`src/rtl/pbp_pkg.sv`:
```
// ----------------------------------------------------------------------------
// pbp_pkg
// Types, widths and codes shared by the proportional block partitioner.
// ----------------------------------------------------------------------------
package pbp_pkg;

   localparam int SHARE_W      = 17;
   localparam int SIZE_W       = 31;
   localparam int ACTIVE_W     = 5;
   localparam int PROC_INDEX_W = 4;
   localparam int WORD_W       = 32;
   localparam int LEFT_W       = 33;
   localparam int PROD_W       = SIZE_W + SHARE_W;
   localparam int FRAC_W       = 16;
   localparam int ROUND_BIAS   = 32768;
   localparam int CSR_ADDR_W   = 2;
   localparam int CSR_DATA_W   = 32;
   localparam int DIV_COUNT_W  = 5;

   typedef logic [SHARE_W-1:0]         share_type;
   typedef logic [SIZE_W-1:0]          size_type;
   typedef logic [ACTIVE_W-1:0]        active_type;
   typedef logic [PROC_INDEX_W-1:0]    proc_index_type;
   typedef logic [WORD_W-1:0]          word_type;
   typedef logic signed [WORD_W-1:0]   elem_type;
   typedef logic [LEFT_W-1:0]          left_type;
   typedef logic [PROD_W-1:0]          prod_type;
   typedef logic [CSR_ADDR_W-1:0]      csr_addr_type;
   typedef logic [CSR_DATA_W-1:0]      csr_data_type;

   typedef enum logic [CSR_ADDR_W-1:0] {
      CSR_TOTAL_SIZE   = 2'd0,
      CSR_GRANULE      = 2'd1,
      CSR_ACTIVE_PROCS = 2'd2
   } csr_index_type;

   typedef enum logic [2:0] {
      ST_IDLE,
      ST_MULT,
      ST_ROUND,
      ST_COMMIT,
      ST_ADJUST,
      ST_READ,
      ST_LOAD,
      ST_WAIT
   } state_type;

   typedef struct packed {
      logic load_share;
      logic mult;
      logic round;
      logic commit;
      logic adjust;
      logic read;
      logic load;
      logic advance;
      logic clear;
   } ctrl_cmd_type;

   typedef struct packed {
      logic div_busy;
      logic burst_due;
      logic last_item;
      logic rsp_taken;
   } ctrl_status_type;

endpackage

```
`src/rtl/pbp_ctrl.sv`:
```
// ----------------------------------------------------------------------------
// pbp_ctrl
// Sequencer: per-request multiply/round/commit, then adjust and burst out.
// ----------------------------------------------------------------------------
module pbp_ctrl (
   input  logic                     clock,
   input  logic                     reset,
   input  logic                     req_valid,
   output logic                     req_ready,
   input  pbp_pkg::ctrl_status_type status,
   output pbp_pkg::ctrl_cmd_type    cmd
);
   import pbp_pkg::*;

   state_type state_ff, state_in;

   always_comb begin
      state_in = state_ff;
      case (state_ff)
         ST_IDLE: begin
            if (req_valid && !status.div_busy) begin
               state_in = ST_MULT;
            end
         end
         ST_MULT:   state_in = ST_ROUND;
         ST_ROUND:  state_in = ST_COMMIT;
         ST_COMMIT: state_in = status.burst_due ? ST_ADJUST : ST_IDLE;
         ST_ADJUST: state_in = ST_READ;
         ST_READ:   state_in = ST_LOAD;
         ST_LOAD:   state_in = ST_WAIT;
         ST_WAIT: begin
            if (status.rsp_taken) begin
               state_in = status.last_item ? ST_IDLE : ST_READ;
            end
         end
         default:   state_in = ST_IDLE;
      endcase
   end

   always_ff @(posedge clock) begin
      if (reset) begin
         state_ff <= ST_IDLE;
      end else begin
         state_ff <= state_in;
      end
   end

   always_comb begin
      cmd       = '0;
      req_ready = 1'b0;
      case (state_ff)
         ST_IDLE: begin
            req_ready      = !status.div_busy;
            cmd.load_share = req_valid && !status.div_busy;
         end
         ST_MULT:   cmd.mult   = 1'b1;
         ST_ROUND:  cmd.round  = 1'b1;
         ST_COMMIT: cmd.commit = 1'b1;
         ST_ADJUST: cmd.adjust = 1'b1;
         ST_READ:   cmd.read   = 1'b1;
         ST_LOAD:   cmd.load   = 1'b1;
         ST_WAIT: begin
            cmd.advance = status.rsp_taken && !status.last_item;
            cmd.clear   = status.rsp_taken && status.last_item;
         end
         default: begin
            req_ready = 1'b0;
         end
      endcase
   end

endmodule

```
`config.mk`:
```
export PLATFORM = sky130hd
export DESIGN_NAME = pbp_ctrl
export DESIGN_NICKNAME = d
export VERILOG_FILES = /design/src/rtl/pbp_pkg.sv /design/src/rtl/pbp_ctrl.sv
export SDC_FILE = /design/constraint.sdc
export NUM_CORES = 1
export LEC_CHECK = 0
export ABC_AREA = 1
export BUFFER_PORTS_ARGS = -buffer_cell sky130_fd_sc_hd__buf_2
export CORE_AREA = 2 2 39 41
export CTS_BUF_LIST = sky130_fd_sc_hd__clkbuf_8 sky130_fd_sc_hd__clkbuf_16
export DETAILED_ROUTE_END_ITERATION = 10
export DIE_AREA = 0 0 41 43
export GPL_TIMING_DRIVEN = 1
export PLACE_DENSITY_LB_ADDON = 0.3
export SYNTH_ARGS = -nofsm -noshare
export SYNTH_HDL_FRONTEND = slang
export SYNTH_SLANG_ARGS = --single-unit
```
`constraint.sdc`:
```
create_clock -name clock -period 1.4 [get_ports clock]
set_input_delay 0.28 -clock clock [delete_from_list [all_inputs] [get_ports clock]]
set_output_delay 0.28 -clock clock [all_outputs]
set_load 0.005 [all_outputs]
```
==> results.yml, run 1 <==
status:
  run_status: "completed"
sta:
  timing_max_transition_violations_final: 0
  worst_slew_pin_slew_ns: 0.150
  rsz_0062_raised_after_global_routing: "false"
  clock.fmax_mhz: 757
  period_utilization_post_route_pct: 94.4
  slew-limit-headroom_pct: 89.9
  final-hold-violation-count: 0
  totalNegativeSetupSlack_ns: 0
  period_minus_slack_ns: 1.32
  post-route-worst-setup-slack_ns: 0.0789
  timing.final.setup_violations: 0
  clock-skew-final_ns: 0.00541
  finalHoldWorstSlack_ns: 0.260
yosys:
  synthAdderAreaFrac_pct: 0
  synth_fp_nets: 47
  synth-edff-count: 0
  synthesis.yosys.warnings: 0
  ys.flop_type: "sky130_fd_sc_hd__dfxtp_1"
  synthDominantAreaCellType: "sky130_fd_sc_hd__dfxtp_1"
  syn_area_per_cell_um2: 5.94
  synth_top_cells_by_area: "sky130_fd_sc_hd__dfxtp_1, sky130_fd_sc_hd__nor2_1, sky130_fd_sc_hd__nand2_1"
  async_reset_ff_share_pct: 0
  synth_largest_type_area_fraction_pct: 25.3
  synthXorXnorAreaFrac_pct: 0
  synth-simple-area-share_pct: 47.4
  largest_family_of_logic_cells_by_synthesized_area: "simple AND/OR/NAND/NOR gates"
  muxShareOfSynthArea_pct: 0
  synth-seq-area-share_pct: 25.3
  synthesized_instance_count: 40
  postSynthRegisterBits: 3
  synth.top_cells.by_count: "sky130_fd_sc_hd__nor2_1, sky130_fd_sc_hd__nand2_1, sky130_fd_sc_hd__inv_1"
  synth-compound-area-share_pct: 12.6
  synth_cell_type_count: 17
  netlist_area_before_placement_um2: 238
  synthMostInstantiatedCell: "sky130_fd_sc_hd__nor2_1"
die:
  boundaryPins: 17
  floorplan.die.width_um: 41
  core_area_um2: 1380
  rows: 14
  die_y_um: 43
  floorplan.initialDensity_pct: 17.2
  fp.dieArea_um2: 1760
cts:
  htree_num_levels: 1
  cts_tree: "built"
  cts_sinks: 3
  cts-buffers-inserted: 3
  setup_buffers_after_cts: 0
  worst_skew_pair.late_latency_ns: 0.22
  cts.reportedPaths.clkPinSlew_ns: 0.03
  cts_root_buf: "sky130_fd_sc_hd__clkbuf_8"
  cts_buffer_depth: 2
placement:
  place_hpwl_um: 483
  worst_slack_at_placement_ns: 0.204
  port-buffer-count: 16
  dp_cells: 71
  gpl.final_weighted_congestion: 0.732
flow_run:
  max-cap-violations: 0
drt:
  drt.antenna.violating_nets: 0
  via_per_inst: 3.95
  route.vias.total: 296
  route.final.wire_length_um: 596
  initialDrtViolationCount: 1
  drt_drc_violations_left: 0
  post_drt_wl_per_cell_um: 7.95
  firstDrtPassIters: 2
layout:
  num_antenna_cells: 0
  largest_register: "state_ff"
  fillers: 165
  largest_register_ffs: 3
  layout-drive-gt1-share_pct: 50.8
  design.final.nets: 67
  area_growth_from_synthesis_to_layout_pct: 61.6
  reg_top3: "state_ff (3)"
  count_of_placed_standard_cells_in_the_final_layout_fillers_left_out: 75
  finish.utilization_pct: 27.8
setup_path:
  worstSetupStartpointType: "flop"
  timing.critical_path.fanout_max: 6
  crit_type: "flop to output pin"
  worst_setup_path_end_kind: "output pin"
  r2r_cells: 5
  worst_ep_arrival_time_ns: 1.04
  crit_required_ns: 1.12
worst_hold_path:
  holdCritPathClass: "primary input to flop"
  number_of_cells_traversed_by_the_worst_hold_path: 2
global_route:
  grt_pass1_wl_um: 910
  largest_net_degree_at_the_start_of_global_routing: 9
  grtUsageTotal_pct: 8.12
  via_count_of_the_first_global_routing_pass: 256
  grt_antenna_before_repair: 0
  gr-total-overflow: 0
power:
  leakage_nw: 0.236
  total_power_divided_by_cell_area_nw_per_um2: 1150
  ir_drop_mv: 0.638
-- metal layers --
metal  GRT usage [%]  vias up  share of wire [%]
met5               0        -                  0
met4            4.00        0                  0
met3            6.28        0                4.0
met2            12.2        5                 50
met1            7.69      128                 46
li1                -      163                  -
-- stage by stage --
stage               instance area (um^2)  power (mW)
finish                               384       0.441
global route                         384       0.478
detailed placement                   333       0.197
floorplan                            238       0.163
global placement                     333       0.199
CTS                                  380       0.449
-- cells in the final DEF, fill, tap and decap left out, types with 2 or more instances in the layout --
master / count
sky130_fd_sc_hd__inv_1: 6
sky130_fd_sc_hd__clkbuf_8: 3
sky130_fd_sc_hd__nand2_1: 7
sky130_fd_sc_hd__nor3_1: 2
sky130_fd_sc_hd__dfxtp_2: 2
sky130_fd_sc_hd__inv_2: 3
sky130_fd_sc_hd__nor2_1: 9
sky130_fd_sc_hd__buf_2: 16
-- area by class of cell --
| cell class | instances | area (um^2) | area share [%] |
|---|---|---|---|
| Inverter | 8 | 30.0 | 7.82 |
| Tap cell | 16 | 20.0 | 5.21 |
| Sequential cell | 3 | 66.3 | 17.3 |
| Timing Repair Buffer | 16 | 80.1 | 20.8 |
| Multi-Input combinational cell | 28 | 143 | 37.1 |
| Clock buffer | 3 | 41.3 | 10.7 |
| Clock inverter | 1 | 3.75 | 0.977 |
-- report_power, final --
group | switching [mW] | internal, mW
Clock | 0.0569 | 0.187
Combinational | 0.0434 | 0.0416
Sequential | 0.0149 | 0.0973
Total | 0.115 | 0.326
-- worst max-delay path: stages, from the launching register on --
cell and delay, ns:
sky130_fd_sc_hd__dfxtp_4 0.36, sky130_fd_sc_hd__inv_2 0.04, sky130_fd_sc_hd__or2_4 0.23, sky130_fd_sc_hd__nor2_1 0.08
sky130_fd_sc_hd__buf_2 0.11
-- kinds of logic after synthesis --
family | count (synthesis)
flops | 3
simple gates | 24
compound gates | 4
buf+inv | 9
-- final timing paths --
| check | from | endpoint | slack, ns |
|---|---|---|---|
| setup / recovery | state_ff[0] | cmd[3] | 0.08 |
| hold / removal | reset | state_ff[1] | 0.26 |
| setup reg to reg | state_ff[1] | state_ff[2] | 0.48 |
| hold reg to reg | state_ff[2] | state_ff[1] | 0.58 |
-- timing repair --
action | 4_1_cts | 5_1_grt
pin swaps | 0 | 0
hold buffers | 0 | 0
setup endpoints to repair | 4 | 3
gates resized for setup | 2 | 2
Note: power is estimated with default switching activity, not from simulation.
==> inputs of run 2 (changes only) <==
--- a/config.mk
+++ b/config.mk
@@ -7,6 +7,8 @@
 export LEC_CHECK = 0
 export ABC_AREA = 1
 export BUFFER_PORTS_ARGS = -buffer_cell sky130_fd_sc_hd__buf_2
+export CELL_PAD_IN_SITES_DETAIL_PLACEMENT = 1
+export CELL_PAD_IN_SITES_GLOBAL_PLACEMENT = 1
 export CORE_AREA = 2 2 39 41
 export CTS_BUF_LIST = sky130_fd_sc_hd__clkbuf_8 sky130_fd_sc_hd__clkbuf_16
 export DETAILED_ROUTE_END_ITERATION = 10
==> run 2 against run 1 <==
Effect of this change: die area did not move; final area increased by 1.3%; wire length increased by 9.7%; clock power about the same; critical path depth unchanged; sequential share of layout area is 0.42 points higher; register-to-register slack barely moved; combinational power rose by 2.8%; power is 1.1% higher; largest cell class unchanged.
==> results.yml, run 2 (synthesized netlist as in run 1, its figures left out) <==
placement:
  dp_cells: 71
  gpl.final_weighted_congestion: 0.740
  worst_slack_at_placement_ns: 0.177
  port-buffer-count: 16
  place_hpwl_um: 546
  placed_cell_area_um2: 333
drt:
  firstDrtPassIters: 1
  drt.antenna.violating_nets: 0
  drt_drc_violations_left: 0
  post_drt_wl_per_cell_um: 8.72
  route.final.wire_length_um: 654
  via_per_inst: 3.97
  route.vias.total: 298
  initialDrtViolationCount: 0
layout:
  design.final.nets: 67
  final_cell_mix: "sky130_fd_sc_hd__buf_2, sky130_fd_sc_hd__nor2_1, sky130_fd_sc_hd__nand2_1, sky130_fd_sc_hd__inv_1"
  fin_area_um2: 389
  largest_register: "state_ff"
  reg_top3: "state_ff (3)"
  layout.cells.most_common: "sky130_fd_sc_hd__buf_2"
  layout-drive-gt1-share_pct: 52.5
  num_antenna_cells: 0
  count_of_placed_standard_cells_in_the_final_layout_fillers_left_out: 75
  largest_register_ffs: 3
  fillers: 192
  finish.utilization_pct: 28.1
  area_growth_from_synthesis_to_layout_pct: 63.7
setup_path:
  worst_setup_path_end_kind: "output pin"
  crit_path_top_delay_cell: "sky130_fd_sc_hd__dfxtp_4"
  worstSetupStartpointType: "flop"
  timing.critical_path.fanout_max: 6
  timing.critical_path.slowest_cell_delay_ns: 0.37
  critical_path.cell_chain: "inv_2 -> or2_4 -> nor2_1 -> buf_2"
  worst_ep_arrival_time_ns: 1.06
  crit_type: "flop to output pin"
  crit_required_ns: 1.12
status:
  run_status: "completed"
global_route:
  grt_antenna_before_repair: 0
  gr-total-overflow: 0
  grtUsageTotal_pct: 8.53
  grt_pass1_wl_um: 972
  via_count_of_the_first_global_routing_pass: 264
  largest_net_degree_at_the_start_of_global_routing: 9
die:
  floorplan.initialDensity_pct: 17.2
  floorplan.die.width_um: 41
  rows: 14
  fp.dieArea_um2: 1760
  boundaryPins: 17
  die_y_um: 43
  core_area_um2: 1380
power:
  net-switching-power_mw: 0.119
  share_of_total_power_consumed_by_net_switching_pct: 26.7
  power_frac_clock_pct: 54.9
  power.sequential.fraction_pct: 25.5
  power.internal_mw: 0.326
  total_power_divided_by_cell_area_nw_per_um2: 1140
  leakage_nw: 0.236
  ir_drop_mv: 0.531
  combinational_group_share_of_total_power_pct: 19.6
  totalPowerFinal_mw: 0.445
sta:
  slew-limit-headroom_pct: 88.5
  post-route-worst-setup-slack_ns: 0.0597
  clock-skew-final_ns: 0.00294
  timing_max_transition_violations_final: 0
  period_minus_slack_ns: 1.34
  worst_slew_pin_slew_ns: 0.173
  finalHoldWorstSlack_ns: 0.253
  period_utilization_post_route_pct: 95.7
  final-hold-violation-count: 0
  rsz_0062_raised_after_global_routing: "false"
  timing.final.setup_violations: 0
  clock.fmax_mhz: 746
  totalNegativeSetupSlack_ns: 0
cts:
  setup_buffers_after_cts: 0
  htree_num_levels: 1
  cts_sinks: 3
  worst_skew_pair.late_latency_ns: 0.22
  cts_buffer_depth: 2
  cts-buffers-inserted: 3
  cts_root_buf: "sky130_fd_sc_hd__clkbuf_8"
  cts_resized: 3
  postCtsHoldBufs: 0
  cts_tree: "built"
  cts.reportedPaths.clkPinSlew_ns: 0.03
flow_run:
  max-cap-violations: 0
worst_hold_path:
  holdCritPathClass: "primary input to flop"
run 2: final cells by class:
type	instances	area [um^2]	area share (%)
Clock inverter	1	3.75	0.965
Inverter	8	30.0	7.72
Clock buffer	3	41.3	10.6
Tap cell	16	20.0	5.14
Sequential cell	3	68.8	17.7
Multi-Input combinational cell	28	145	37.3
Timing Repair Buffer	16	80.1	20.6
run 2: routing by layer:
layer	vias to the layer above	global-route usage [%]	share of wire [%]
met5	-	0	0
met4	0	8.00	0
met3	0	3.14	3.5
met2	5	12.5	50
met1	133	8.65	46
li1	160	-	-
run 2: path summary, 6_finish.rpt:
check	end	cells after the start	from	slack, ns
setup / recovery	cmd[3]	4	state_ff[0]	0.06
hold / removal	state_ff[1]	2	reset	0.25
setup reg to reg	state_ff[2]	5	state_ff[0]	0.48
hold reg to reg	state_ff[1]	2	state_ff[2]	0.59
run 2: worst max-delay path: cells and delay by family, from the launching register on:
family / cells / cell delay (ns)
flops: 1 / 0.37
simple gates: 2 / 0.32
buf+inv: 2 / 0.15
run 2: power groups by stage:
stage | clock network (mW) | logic (mW) | registers [mW]
finish | 0.244 | 0.0874 | 0.113
global route | 0.263 | 0.0979 | 0.115
CTS | 0.252 | 0.0882 | 0.114
detailed placement | 0 | 0.0878 | 0.113
global placement | 0 | 0.0878 | 0.112
floorplan | 0 | 0.0562 | 0.107
==> inputs of run 3 (changes only) <==
==> constraint.sdc (replaced) <==
create_clock -name clock -period 1.4 [get_ports clock]
set_input_delay 0.07 -clock clock [delete_from_list [all_inputs] [get_ports clock]]
set_output_delay 0.07 -clock clock [all_outputs]
set_load 0.005 [all_outputs]
==> run 3 against run 2 <==
Effect of this change: die area unchanged; non-clock buffer count unchanged; critical path depth decreased by 1; power decreased by 0.11%; via count increased by 1.7%.
==> results.yml, run 3 (synthesized netlist as in run 1, its figures left out) <==
setup_path:
  timing.critical_path.fanout_max: 8
  worst_setup_path_end_kind: "output pin"
  crit_type: "flop to output pin"
  worstSetupStartpointType: "flop"
  crit_required_ns: 1.33
  worst_ep_arrival_time_ns: 1.14
die:
  boundaryPins: 17
  floorplan.die.width_um: 41
  floorplan.initialDensity_pct: 17.2
  rows: 14
  fp.dieArea_um2: 1760
  die_y_um: 43
  core_area_um2: 1380
drt:
  drt.antenna.violating_nets: 0
  via_per_inst: 4.04
  route.final.wire_length_um: 657
  initialDrtViolationCount: 0
  firstDrtPassIters: 1
  drt_drc_violations_left: 0
  post_drt_wl_per_cell_um: 8.76
  route.vias.total: 303
placement:
  port-buffer-count: 16
  place_hpwl_um: 549
  gpl.final_weighted_congestion: 0.735
sta:
  clock-skew-final_ns: 0.00205
  period_utilization_post_route_pct: 86.5
  totalNegativeSetupSlack_ns: 0
  slew-limit-headroom_pct: 80.0
  period_minus_slack_ns: 1.21
  final-hold-violation-count: 0
  rsz_0062_raised_after_global_routing: "false"
  clock.fmax_mhz: 825
  worst_slew_pin_slew_ns: 0.300
  timing.final.setup_violations: 0
  timing_max_transition_violations_final: 0
global_route:
  largest_net_degree_at_the_start_of_global_routing: 9
  gr-total-overflow: 0
  grt_antenna_before_repair: 0
  grtUsageTotal_pct: 8.61
  via_count_of_the_first_global_routing_pass: 268
  grt_pass1_wl_um: 986
power:
  total_power_divided_by_cell_area_nw_per_um2: 1180
  power.internal_mw: 0.323
  ir_drop_mv: 0.344
  share_of_total_power_consumed_by_net_switching_pct: 27.3
  combinational_group_share_of_total_power_pct: 19.2
  power_frac_clock_pct: 56.1
  net-switching-power_mw: 0.121
  power.sequential.fraction_pct: 24.7
  totalPowerFinal_mw: 0.445
  leakage_nw: 0.234
layout:
  finish.utilization_pct: 27.3
  fillers: 189
  largest_register: "state_ff"
  final_cell_mix: "sky130_fd_sc_hd__buf_2, sky130_fd_sc_hd__nor2_1, sky130_fd_sc_hd__nand2_1, sky130_fd_sc_hd__inv_1"
  num_antenna_cells: 0
  layout.cells.most_common: "sky130_fd_sc_hd__buf_2"
  reg_top3: "state_ff (3)"
  area_growth_from_synthesis_to_layout_pct: 58.9
  largest_register_ffs: 3
  design.final.nets: 67
  layout-drive-gt1-share_pct: 45.8
cts:
  cts_buffer_depth: 2
  cts-buffers-inserted: 3
  cts_sinks: 3
  setup_buffers_after_cts: 0
  cts_root_buf: "sky130_fd_sc_hd__clkbuf_8"
  cts.reportedPaths.clkPinSlew_ns: 0.03
  cts_resized: 0
  postCtsHoldBufs: 0
  htree_num_levels: 1
  worst_skew_pair.late_latency_ns: 0.22
  cts_tree: "built"
status:
  run_status: "completed"
worst_hold_path:
  holdCritPathClass: "primary input to flop"
flow_run:
  max-cap-violations: 0
-- run 3: changes by cell type in the layout (fill, tap and decap cells not counted) --
cell | previous run | this run
sky130_fd_sc_hd__dfxtp_1 | 0 | 3
sky130_fd_sc_hd__dfxtp_2 | 1 | 0
sky130_fd_sc_hd__dfxtp_4 | 2 | 0
sky130_fd_sc_hd__nor2_1 | 8 | 9
sky130_fd_sc_hd__nor2_2 | 2 | 1
-- run 3: cell type report --
cell class / instances / area, um^2 / area share [%]
Multi-Input combinational cell: 28 / 143 / 37.7
Timing Repair Buffer: 16 / 80.1 / 21.2
Sequential cell: 3 / 60.1 / 15.9
Clock buffer: 3 / 41.3 / 10.9
Inverter: 8 / 30.0 / 7.95
Tap cell: 16 / 20.0 / 5.30
Clock inverter: 1 / 3.75 / 0.993
-- run 3: critical path, cell delays in order (launching register included) --
cell and delay [ns]:
sky130_fd_sc_hd__dfxtp_1 0.48, sky130_fd_sc_hd__inv_1 0.15, sky130_fd_sc_hd__nor3_1 0.15, sky130_fd_sc_hd__buf_2 0.14
-- run 3: metrics by stage --
step / hold slack [ns] / cell area, um^2 / setup slack (ns) / std cells
2_1_floorplan: 0.136 / 238 / 0.482 / 40
3_3_place_gp: 0.279 / 333 / 0.400 / 71
3_5_place_dp: 0.279 / 333 / 0.388 / 71
4_1_cts: 0.0465 / 378 / 0.168 / 75
5_1_grt: 0.0550 / 378 / 0.0999 / 75
6_report: 0.0501 / 378 / 0.189 / 75
-- run 3: final timing paths --
path | startpoint | to | slack, ns | cells after the start
setup / recovery | state_ff[2] | cmd[4] | 0.19 | 3
hold / removal | reset | state_ff[1] | 0.05 | 2
hold reg to reg | state_ff[0] | state_ff[0] | 0.60 | 3
setup reg to reg | state_ff[0] | state_ff[2] | 0.41 | 5
-- run 3: routing by layer --
layer  up-vias  wire length (um)  GRT usage [%]
li1        161                 -              -
met1       135               266           8.92
met2         5               353           12.5
met3         2                31           3.14
met4         0                 4           8.00
met5         -                 0              0
-- run 3: power by group through the flow --
| stage | Combinational, mW | Sequential (mW) | Clock, mW |
|---|---|---|---|
| 6_report | 0.0854 | 0.110 | 0.250 |
| 5_1_grt | 0.0970 | 0.113 | 0.267 |
| 4_1_cts | 0.0878 | 0.111 | 0.262 |
| 3_5_place_dp | 0.0876 | 0.112 | 0 |
| 3_3_place_gp | 0.0868 | 0.111 | 0 |
| 2_1_floorplan | 0.0562 | 0.107 | 0 |
